`src/hw/rtl/lrukv_pkg.sv`:
```
// Shared types and constants for the LRU key/value cache.
`default_nettype none

package lrukv_pkg;

    localparam int DEF_ENTRIES = 16;
    localparam int KEY_W       = 32;
    localparam int VAL_W       = 32;
    localparam int CAP_W       = 5;

    localparam logic [CAP_W-1:0] CAP_RESET  = CAP_W'(16);
    localparam logic [VAL_W-1:0] MISS_VALUE = '1;
    localparam logic [VAL_W-1:0] SET_VALUE  = '0;

    localparam logic KIND_GET = 1'b0;
    localparam logic KIND_SET = 1'b1;

    typedef enum logic [1:0] {
        ST_IDLE,
        ST_LOOKUP,
        ST_UPDATE
    } t_state;

    // One stored pair; the row is kept in recency order, most recent first.
    typedef struct packed {
        logic             valid;
        logic [KEY_W-1:0] key;
        logic [VAL_W-1:0] value;
    } t_entry;

    typedef struct packed {
        logic lookup;   // capture the key compare
        logic shift;    // take the neighbor's entry
    } t_cell_ctl;

endpackage

`default_nettype wire

```
`src/hw/rtl/lrukv_cell.sv`:
```
// One position of the recency-ordered entry row.
`default_nettype none

module lrukv_cell (
    input  wire                       i_clk,
    input  wire                       i_rst_n,
    input  wire lrukv_pkg::t_cell_ctl i_ctl,
    input  wire [lrukv_pkg::KEY_W-1:0] i_key,
    input  wire lrukv_pkg::t_entry    i_prev,
    input  wire                       i_seen,
    output lrukv_pkg::t_entry         o_ent,
    output logic                      o_seen,
    output logic [lrukv_pkg::VAL_W-1:0] o_hit_value
);
    import lrukv_pkg::*;

    t_entry r_ent;
    t_entry n_ent;
    logic   r_match;
    logic   n_match;

    always_comb begin
        n_match = r_match;
        if (i_ctl.lookup) begin
            n_match = r_ent.valid && (r_ent.key == i_key);
        end
        n_ent = r_ent;
        if (i_ctl.shift) begin
            n_ent = i_prev;
        end
    end

    always_ff @(posedge i_clk) begin
        if (!i_rst_n) begin
            r_ent.valid <= 1'b0;
            r_match     <= 1'b0;
        end else begin
            r_ent.valid <= n_ent.valid;
            r_match     <= n_match;
        end
        r_ent.key   <= n_ent.key;
        r_ent.value <= n_ent.value;
    end

    // The hit flag ripples from the tail toward the head of the row.
    assign o_seen      = i_seen | r_match;
    assign o_ent       = r_ent;
    assign o_hit_value = r_match ? r_ent.value : '0;

endmodule

`default_nettype wire

```
`src/hw/rtl/lru_key_value_cache_top.sv`:
```
// A request is registered on transfer, its key is compared in ST_LOOKUP, and
// the row shifts as needed and the result is registered in ST_UPDATE once
// the output is free; a new request is taken only as the last one leaves it.
// Reset (synchronous, active low) empties every entry, clears the entry count
// and sets the capacity to 16.
`default_nettype none

module lru_key_value_cache_top #(
    parameter int ENTRIES = lrukv_pkg::DEF_ENTRIES
) (
    input  wire                         i_clk,
    input  wire                         i_rst_n,
    input  wire                         i_cap_we,
    input  wire [lrukv_pkg::CAP_W-1:0]  i_cap_data,
    input  wire                         i_valid,
    output logic                        o_stall,
    input  wire                         i_kind,
    input  wire [lrukv_pkg::KEY_W-1:0]  i_lookup_key,
    input  wire [lrukv_pkg::VAL_W-1:0]  i_write_value,
    output logic                        o_valid,
    input  wire                         i_stall,
    output logic                        o_hit,
    output logic [lrukv_pkg::VAL_W-1:0] o_read_value
);
    import lrukv_pkg::*;

    localparam int CW = $clog2(ENTRIES + 1);
    localparam int XW = (CW > CAP_W) ? CW : CAP_W;

    t_state r_state;
    t_state n_state;

    logic [CAP_W-1:0] r_cap;
    logic [CW-1:0]    r_count;
    logic [CW-1:0]    n_count;

    logic             r_kind;
    logic [KEY_W-1:0] r_key;
    logic [VAL_W-1:0] r_val;

    logic             r_out_valid;
    logic             n_out_valid;
    logic             r_out_hit;
    logic [VAL_W-1:0] r_out_val;

    logic accept;
    logic done;
    logic lookup;
    logic hit;
    logic cap_zero;
    logic evict;
    logic upd;
    logic insert;

    logic [XW-1:0] cap_x;
    logic [XW-1:0] cap_eff;
    logic [CW-1:0] ins_lim;

    logic [VAL_W-1:0] hit_value;
    logic [VAL_W-1:0] res_value;

    t_entry           new_ent;
    t_entry           ent  [ENTRIES];
    logic             seen [ENTRIES];
    logic [VAL_W-1:0] hval [ENTRIES];
    t_cell_ctl        ctl  [ENTRIES];

    // Next state
    always_comb begin
        n_state = r_state;
        case (r_state)
            ST_IDLE: begin
                if (i_valid) begin
                    n_state = ST_LOOKUP;
                end
            end
            ST_LOOKUP: n_state = ST_UPDATE;
            ST_UPDATE: begin
                if (done) begin
                    n_state = i_valid ? ST_LOOKUP : ST_IDLE;
                end
            end
            default: n_state = ST_IDLE;
        endcase
    end

    // State outputs
    always_comb begin
        o_stall = 1'b1;
        lookup  = 1'b0;
        done    = 1'b0;
        case (r_state)
            ST_IDLE:   o_stall = 1'b0;
            ST_LOOKUP: lookup  = 1'b1;
            ST_UPDATE: begin
                done    = !r_out_valid || !i_stall;
                o_stall = !done;
            end
            default: o_stall = 1'b1;
        endcase
    end

    assign accept = i_valid && !o_stall;

    // Capacity above the row size saturates.
    assign cap_x    = XW'(r_cap);
    assign cap_eff  = (cap_x > XW'(ENTRIES)) ? XW'(ENTRIES) : cap_x;
    assign cap_zero = (r_cap == '0);
    assign evict    = (XW'(r_count) >= cap_eff);
    assign ins_lim  = evict ? (r_count - CW'(1)) : r_count;

    assign hit    = seen[0];
    assign upd    = done && (hit ? ((r_kind == KIND_GET) || !cap_zero)
                                 : ((r_kind == KIND_SET) && !cap_zero));
    assign insert = upd && !hit;

    always_comb begin
        hit_value = '0;
        for (int k = 0; k < ENTRIES; k++) begin
            hit_value = hit_value | hval[k];
        end
    end

    // The head cell receives the request entry as most recent.
    always_comb begin
        new_ent.valid = 1'b1;
        new_ent.key   = r_key;
        new_ent.value = (r_kind == KIND_SET) ? r_val : hit_value;
    end

    always_comb begin
        if (r_kind == KIND_SET) begin
            res_value = SET_VALUE;
        end else if (hit) begin
            res_value = hit_value;
        end else begin
            res_value = MISS_VALUE;
        end
    end

    genvar k;
    generate
        for (k = 0; k < ENTRIES; k++) begin : g_cell
            // Shift every position up to the hit, or up to the insert limit.
            if (k == 0) begin : g_head
                assign ctl[k] = '{lookup: lookup, shift: upd};
            end else begin : g_body
                assign ctl[k] = '{lookup: lookup,
                                  shift: upd && (hit ? seen[k] : (CW'(k) <= ins_lim))};
            end

            lrukv_cell u_cell (
                .i_clk       (i_clk),
                .i_rst_n     (i_rst_n),
                .i_ctl       (ctl[k]),
                .i_key       (r_key),
                .i_prev      ((k == 0) ? new_ent : ent[(k == 0) ? 0 : k - 1]),
                .i_seen      ((k == ENTRIES - 1) ? 1'b0 : seen[(k == ENTRIES - 1) ? k : k + 1]),
                .o_ent       (ent[k]),
                .o_seen      (seen[k]),
                .o_hit_value (hval[k])
            );
        end
    endgenerate

    always_comb begin
        n_count = r_count;
        if (insert && !evict) begin
            n_count = r_count + CW'(1);
        end
        n_out_valid = r_out_valid;
        if (done) begin
            n_out_valid = 1'b1;
        end else if (r_out_valid && !i_stall) begin
            n_out_valid = 1'b0;
        end
    end

    always_ff @(posedge i_clk) begin
        if (!i_rst_n) begin
            r_state     <= ST_IDLE;
            r_cap       <= CAP_RESET;
            r_count     <= '0;
            r_out_valid <= 1'b0;
        end else begin
            r_state     <= n_state;
            r_count     <= n_count;
            r_out_valid <= n_out_valid;
            if (i_cap_we) begin
                r_cap <= i_cap_data;
            end
        end
    end

    always_ff @(posedge i_clk) begin
        if (accept) begin
            r_kind <= i_kind;
            r_key  <= i_lookup_key;
            r_val  <= i_write_value;
        end
        if (done) begin
            r_out_hit <= hit;
            r_out_val <= res_value;
        end
    end

    assign o_valid      = r_out_valid;
    assign o_hit        = r_out_hit;
    assign o_read_value = r_out_val;

endmodule

`default_nettype wire

```
`config.mk`:
```
export PLATFORM = sky130hd
export DESIGN_NAME = lru_key_value_cache_top
export DESIGN_NICKNAME = d
export VERILOG_FILES = /design/src/hw/rtl/lrukv_pkg.sv /design/src/hw/rtl/lrukv_cell.sv /design/src/hw/rtl/lru_key_value_cache_top.sv
export SDC_FILE = /design/constraint.sdc
export NUM_CORES = 1
export LEC_CHECK = 0
export BUFFER_PORTS_ARGS = -buffer_cell sky130_fd_sc_hd__buf_2
export CORE_UTILIZATION = 55
export DETAILED_ROUTE_END_ITERATION = 10
export PLACE_DENSITY = 0.74
export REMOVE_ABC_BUFFERS = 1
export SYNTH_ARGS = -nofsm -noshare
export SYNTH_HDL_FRONTEND = slang
export SYNTH_SLANG_ARGS = --single-unit
```
`constraint.sdc`:
```
create_clock -name i_clk -period 8.65 [get_ports i_clk]
set_input_delay 0.4325 -clock i_clk [delete_from_list [all_inputs] [get_ports i_clk]]
set_output_delay 0.4325 -clock i_clk [all_outputs]
set_load 0.02 [all_outputs]
```
After elaboration in Yosys (flattened, before gate mapping)
Index checks and enable logic that the tools add are counted.
{"block": "op_classes", "mux": 45, "reduce_logical": 50, "n_bitwise": 31, "order_cmp": 17, "addsub": 2, "n_eq_ne": 20}
{"operator": "$mux W32", "n": 18}
{"operator": "$eq A32 B32 Y1", "n": 16}
{"operator": "$or A32 B32 Y32", "n": 15}
{"operator": "$le A4 B5 Y1 const A", "n": 8}
{"operator": "$logic_and A1 B1 Y1", "n": 37}
{"operator": "$mux W1", "n": 21}
{"operator": "$le A3 B5 Y1 const A", "n": 4}
{"operator": "$or A1 B1 Y1", "n": 15}
{"operator": "$le A2 B5 Y1 const A", "n": 2}
{"operator": "$mux W5", "n": 2}
{"operator": "$logic_not A1 Y1", "n": 7}
{"operator": "$pmux W2 S3", "n": 1}
{"operator": "$add A5 B1 Y5 const B", "n": 1}
{"operator": "$ge A5 B5 Y1", "n": 1}
{"operator": "$gt A5 B5 Y1 const B", "n": 1}
{"operator": "$le A1 B5 Y1 const A", "n": 1}
{"operator": "$logic_not A5 Y1", "n": 1}
{"operator": "$sub A5 B1 Y5 const B", "n": 1}
{"operator": "$mux W2", "n": 2}
{"operator": "$ne A2 B2 Y1 const B", "n": 2}
{"operator": "$eq A2 B1 Y1 const B", "n": 1}
{"operator": "$eq A2 B2 Y1 const B", "n": 1}
{"operator": "$logic_not A2 Y1", "n": 1}
{"operator": "$logic_or A1 B1 Y1", "n": 2}
{"operator": "other kinds (4)", "n": 4}
{"block": "word_totals", "word_cells": 238, "in_bits": 75, "register_bits": 1167, "out_inout_bits": 35}

Logic depth before layout (Yosys ltp)
Gate-level depths: netlist of run 1.
{"block": "depth", "word_depth": 19, "depth_mapped": 12, "mapped_depth_nobuf": 11}

Hierarchy
A second synthesis of run 1 with hierarchy kept.
{"block": "unflattened", "hier_cells": 2929, "hier_area_um2": 46796.1}
{"mod": "lrukv_cell", "cells_each": 150, "seq_area_each_um2": 1961.9, "n_inst": 16, "area_per_inst_um2": 2560.0}
{"mod": "lru_key_value_cache_top", "cells_each": 529, "seq_area_each_um2": 3203.1, "n_inst": 1, "area_per_inst_um2": 5836.8}

Least setup slack after synthesis of run 1
No wires, ideal clock.
{"block": "synth_path", "path_kind": "flip-flop to flip-flop", "startpoint": "reg r_state[0]", "endpoint": "reg g_cell[11].u_cell.r_ent (netlist bit g_cell[11].u_cell.o_ent[64])", "t_required_ps": 8522, "path_stages_with_launch": 8, "synth_period_minus_slack_ps": 8397, "t_arrival_ps": 8269, "setup_slack_ps": 253, "setup_ps": 128, "path_buffers": 1, "path_cell_list": "dfxtp_1 > nand2b_1 > a21oi_1 > o211ai_4 > buf_6 > a311oi_1 > mux2i_1 > nor2b_1"}
{"element": "start, declared", "line": "lru_key_value_cache_top.sv:30", "rtl": "t_state r_state;"}
{"element": "start signal, assigned", "line": "lru_key_value_cache_top.sv:186", "rtl": "r_state <= n_state;"}
{"element": "end, declared", "line": "lrukv_cell.sv:17", "rtl": "t_entry r_ent;"}

==> results.json, run 1 <==
{
  "outcome": "finished clean",
  "multi_input_comb_area_um2": 10300,
  "max_freq_mhz": 175,
  "synthFlopType": "edfxtp_1",
  "cp_top_family": "buffers and inverters",
  "vias": 25200,
  "max-clock-path-buffers": 3,
  "worst_pin_slew_ps": 1210,
  "drtIter0Drc": 2762,
  "ys_async_sr_fraction": 0,
  "routed_wl_um": 109000,
  "finalCriticalPeriod_ps": 5710,
  "ir_worst_vdd_mv": 0.202,
  "setup_tns_ps": 0,
  "grt_pass1_wl_um": 161000,
  "crit_buf_inv": 4,
  "drt-wirelength-per-cell_um": 26.9,
  "antenna_left": 0,
  "core_um2": 82000,
  "slowest_stage": "dfxtp_2",
  "h-tree-depth": 3,
  "p_leak_nw": 16.9,
  "fin_skew_ps": 25.5,
  "cpPeakStageDelay_ps": 1020,
  "rsz0062_at_grt": "no",
  "hold_path.class": "in -> reg",
  "drive_above_1_share": 0.127,
  "relSlewSlack": 0.195,
  "syn_area_um2": 45500,
  "clkLatencyLatePin_ps": 680,
  "post-dp-hpwl_um": 68600,
  "crit_path_start_kind": "register",
  "path_class": "reg -> reg",
  "grt_max_degree": 73,
  "final_cell_mix": "edfxtp_1, xor2_1, xnor2_1",
  "numClockSinks": 1167,
  "max_cap_viol_count": 0,
  "numCtsBuffers": 111,
  "syn2layout_area_growth_pct": 14.1,
  "synth_edf_count": 1122,
  "syn-instance-count": 2706,
  "power.density_nw_per_um2": 224,
  "endpoint_kind": "register",
  "register_area_um2": 34600,
  "ys_ff_latch": 1167,
  "root_buffer": "clkbuf_16",
  "yosys_warnings": 0,
  "dieArea_um2": 83800,
  "die_w_um": 290,
  "drc_errors": 0,
  "grt_pass1_vias": 25600,
  "rows": 105,
  "num-nets-final": 2982,
  "antenna_found_initial": 0,
  "cp.arrival_ps": 6000,
  "drtPass1Iterations": 7,
  "avgSynthCellArea_um2": 16.8,
  "dp_slack_ps": 3070,
  "critPathMostFrequentCell": "buf_4",
  "viasPerCell": 6.21,
  "cts.repair.resized": 0,
  "start_util": 0.555,
  "final-max-slew-violation-count": 0,
  "hold_viol": 0,
  "antenna_cells": 0,
  "die_h_um": 290,
  "seq_area_frac_synth": 0.761,
  "cts_tree": "built",
  "final_common_cell": "edfxtp_1",
  "setup_viol": 0,
  "pin_count": 110,
  "setup_slack_ps": 2940,
  "gp_congestion": 0.926,
  "io_buffers": 109,
  "clkTransAtPathRegs_ps": 60,
  "synth_cell_types": 56,
  "cp_cell_sequence": "nor2_1 > nor4b_1 > and3_1 > inv_2 > o211ai_4 > clkinv_2 > buf_4 > o31ai_1 > a21oi_4 > buf_4",
  "post-route-period-util": 0.661,
  "cp_max_fo": 72,
  "grt_overflow": 0,
  "grt.total_usage": 0.262,
  "cp.required_ps": 8930,
  "fill_cells": 5670,
  "post-cts-setup-buffer-count": 0
}
[kinds of logic after synthesis]
| family | count (synthesis) | share of synthesized area |
|---|---|---|
| DFF | 1167 | 0.761 |
| xor gates and xnor gates | 519 | 0.100 |
| and+or+nand+nor | 401 | 0.0490 |
| AOI/OAI and AO/OA | 361 | 0.0598 |
| buffers and inverters | 199 | 0.0170 |
| muxes | 52 | 0.0114 |
| adders and majority gates | 7 | 0.00193 |
[stage by stage]
stage	hold WS [ps]	area [µm²]	utilization	total power [mW]	cells
3_3_place_gp	428	47400	0.578	6.70	3788
5_1_grt	64.6	51900	0.633	11.9	4065
3_5_place_dp	434	47400	0.578	6.71	3788
4_1_cts	14.2	51900	0.633	11.7	4065
6_report	59.9	51900	0.633	11.6	4065
2_1_floorplan	427	44800	-	6.56	2547
[timing repair]
action | 4_1_cts | 5_1_grt
hold endpoints to repair | 69 | 0
setup endpoints to repair | 0 | 0
hold buffers | 69 | 0
[final timing paths]
check | start | cells after the start | endpoint | slack [ps]
worst min register to register | g_cell[7].u_cell.o_ent[6] | 0 | g_cell[8].u_cell.o_ent[6] | 440
worst max register to register | g_cell[7].u_cell.r_match | 10 | g_cell[5].u_cell.o_ent[11] | 2940
worst min-delay path | i_cap_data[1] | 3 | cap_x[1] | 60
worst max-delay path | g_cell[7].u_cell.r_match | 10 | g_cell[5].u_cell.o_ent[11] | 2940
[registers in the layout, indices dropped and copies added (netlist names)]
register / flops
g_cell.u_cell.o_ent: 1040
r_kind: 1
r_key: 32
r_state: 2
r_count: 5
cap_x: 5
o_hit: 1
o_read_value: 32
o_valid: 1
g_cell.u_cell.r_match: 16
r_val: 32
[synthesized netlist by cell type (4+ instances only)]
master | n | share of area
xor2_1 | 322 | 0.062
a21oi_1 | 43 | 0.0047
nand2b_1 | 4 | 0.00055
nand3_1 | 57 | 0.0063
dfxtp_1 | 45 | 0.020
edfxtp_1 | 1122 | 0.74
inv_1 | 38 | 0.0031
nor3_1 | 9 | 0.00099
xnor2_1 | 197 | 0.038
a221oi_1 | 48 | 0.0092
nor4_1 | 99 | 0.014
buf_1 | 25 | 0.0021
a31oi_1 | 6 | 0.00083
or3_1 | 5 | 0.00069
nand4_1 | 99 | 0.014
a22oi_1 | 162 | 0.027
nor2b_1 | 13 | 0.0018
nor2_1 | 50 | 0.0041
ha_1 | 7 | 0.0019
buf_2 | 4 | 0.00044
a21boi_0 | 20 | 0.0033
mux2i_1 | 52 | 0.011
o21ai_0 | 8 | 0.00088
and2_1 | 8 | 0.0011
nand2_1 | 46 | 0.0038
a22o_1 | 47 | 0.0091
clkbuf_1 | 127 | 0.010
[final cells by class]
| cell class | count | share of cell area |
|---|---|---|
| clock inverters | 68 | 0.0143 |
| flip-flops and latches | 1167 | 0.667 |
| well taps | 1070 | 0.0258 |
| clock buffers | 140 | 0.0586 |
| inverters | 40 | 0.00292 |
| repair buffers | 240 | 0.0328 |
| multi-input cells | 1340 | 0.198 |
[metal layers]
| layer | vias up | GRT usage | share of wire |
|---|---|---|---|
| li1 | 10800 | - | - |
| met1 | 12500 | 0.359 | 0.39 |
| met2 | 1573 | 0.420 | 0.47 |
| met3 | 328 | 0.0486 | 0.095 |
| met4 | 0 | 0.106 | 0.043 |
| met5 | - | 0 | 0 |
[worst register-to-register path: stages (launching register included)]
cell and delay, ps:
dfxtp_2 1020, nor2_1 150, nor4b_1 250, and3_1 440, inv_2 820, o211ai_4 400
clkinv_2 140, buf_4 800, o31ai_1 290, a21oi_4 180, buf_4 800
[power breakdown]
part	internal, mW	total, mW	switching (mW)
Combinational	0.147	0.399	0.253
Clock	2.93	5.01	2.08
Sequential	6.19	6.22	0.0317
Total	9.27	11.6	2.36
(Power assumes the default switching activity.)
==> inputs of run 2 (changes only) <==
==> constraint.sdc (replaced) <==
create_clock -name i_clk -period 5 [get_ports i_clk]
set_input_delay 0.25 -clock i_clk [delete_from_list [all_inputs] [get_ports i_clk]]
set_output_delay 0.25 -clock i_clk [all_outputs]
set_load 0.02 [all_outputs]
==> results.json, run 2 (synthesized netlist as in run 1, its figures left out) <==
{
  "grt_overflow": 0,
  "start_util": 0.555,
  "antenna_left": 0,
  "power.density_nw_per_um2": 379,
  "finalCriticalPeriod_ps": 4610,
  "drc_errors": 0,
  "ir_worst_vdd_mv": 0.297,
  "core_um2": 82000,
  "cts_tree": "built",
  "fill_cells": 5617,
  "fin_skew_ps": 24.6,
  "slowest_stage": "a31oi_4",
  "max-clock-path-buffers": 3,
  "h-tree-depth": 3,
  "cp.required_ps": 5340,
  "startpoint": "r_count[0]",
  "crit_path_start_kind": "register",
  "gr-usage-met1": 0.373,
  "finalPower_mw": 19.8,
  "worstHoldStart": "i_lookup_key[23]",
  "dieArea_um2": 83800,
  "clkTransAtPathRegs_ps": 60,
  "drt-wirelength-per-cell_um": 27.7,
  "grt_pass1_vias": 26200,
  "critPathMostFrequentCell": "nor2_1",
  "outcome": "finished clean",
  "num-nets-final": 3027,
  "hold_path.class": "in -> reg",
  "setup_viol": 0,
  "endpoint_kind": "register",
  "hold_viol": 0,
  "numCtsBuffers": 114,
  "max_cap_viol_count": 0,
  "drive_above_1_share": 0.130,
  "rows": 105,
  "cp_max_fo": 35,
  "path_class": "reg -> reg",
  "crit_buf_inv": 2,
  "regToRegSetupSlack_ps": 390,
  "io_buffers": 109,
  "drtPass1Iterations": 6,
  "grt.total_usage": 0.272,
  "gp_congestion": 0.900,
  "viasPerCell": 6.22,
  "die_w_um": 290,
  "rsz0062_at_grt": "no",
  "routed_wl_um": 114000,
  "cpPeakStageDelay_ps": 970,
  "pin_count": 110,
  "hold_depth": 2,
  "post-dp-hpwl_um": 72500,
  "global_route.usage.met3": 0.0663,
  "grt_pass1_wl_um": 166000,
  "worstHoldEndpoint": "r_key[23]",
  "multi_input_comb_area_um2": 10300,
  "die_h_um": 290,
  "clkLatencyLatePin_ps": 680,
  "antenna_found_initial": 1,
  "r2r_start": "r_count[0]",
  "antenna_cells": 0,
  "cp_cell_sequence": "inv_1 > ha_1 > nor2b_1 > o21ai_0 > a221o_1 > a211oi_1 > nor2_1 > nor2_1 > a31oi_4 > buf_12",
  "reg2reg_to": "g_cell[2].u_cell.o_ent[10]",
  "worst_pin_slew_ps": 1220,
  "register_area_um2": 34600,
  "final_cell_mix": "edfxtp_1, xor2_1, xnor2_1",
  "final-max-slew-violation-count": 0,
  "grt_util_met2": 0.420,
  "reg2regPathDepth": 10,
  "grt_max_degree": 66,
  "post-route-period-util": 0.921,
  "drtIter0Drc": 2673,
  "relSlewSlack": 0.184,
  "final_util": 0.637,
  "hold_buffers": 83,
  "numClockSinks": 1167,
  "cp_top_family": "compound AO/OA/AOI/OAI gates",
  "syn2layout_area_growth_pct": 14.9,
  "p_leak_nw": 17.0,
  "vias": 25500,
  "cp.arrival_ps": 4950,
  "final_common_cell": "edfxtp_1",
  "max_freq_mhz": 217,
  "post-cts-setup-buffer-count": 0,
  "busiest_layer": "met2",
  "cts.repair.resized": 0,
  "largest_reg_flops": 1040,
  "root_buffer": "clkbuf_16"
}
[run 2: cell type report]
| class | count | share of cell area |
|---|---|---|
| multi-input cells | 1340 | 0.197 |
| repair buffers | 282 | 0.0434 |
| inverters | 40 | 0.00290 |
| flip-flops and latches | 1167 | 0.663 |
| clock buffers | 155 | 0.0599 |
| clock inverters | 53 | 0.00893 |
| well taps | 1070 | 0.0256 |
[run 2: worst max-delay path by stage]
| stage | endpoint | slack, ps | depth (start not counted) |
|---|---|---|---|
| finish | g_cell[2].u_cell.o_ent[10] | 390 | 10 |
| floorplan | g_cell[11].u_cell.o_ent[64] | -3430 | 6 |
| CTS | g_cell[2].u_cell.o_ent[10] | 440 | 10 |
| global route | g_cell[2].u_cell.o_ent[26] | 60 | 10 |
| global placement | g_cell[2].u_cell.o_ent[24] | 540 | 10 |
| detailed placement | g_cell[2].u_cell.o_ent[30] | 470 | 10 |
[run 2: per-stage QoR]
| stage | instance area [µm²] | TNS [ps] | worst slack [ps] | hold slack, ps | cells |
|---|---|---|---|---|---|
| 2_1_floorplan | 44800 | -1641560 | -3430 | 349 | 2547 |
| 5_1_grt | 52200 | 0 | 63.2 | 257 | 4107 |
| 4_1_cts | 52200 | 0 | 438 | 231 | 4107 |
| 3_3_place_gp | 47800 | 0 | 536 | 426 | 3816 |
| 3_5_place_dp | 47800 | 0 | 471 | 428 | 3816 |
| 6_report | 52200 | 0 | 394 | 270 | 4107 |
[run 2: power by group]
part / internal [mW] / total, mW / switching (mW)
clock: 4.73 / 8.29 / 3.56
combinational: 0.271 / 0.657 / 0.385
sequential: 10.7 / 10.8 / 0.124
total: 15.7 / 19.8 / 4.07
[run 2: per-layer routing]
layer	vias up	routed length [µm]
li1	10900	-
met2	1647	52200
met3	335	12300
met1	12600	44300
met4	2	5030
met5	-	13
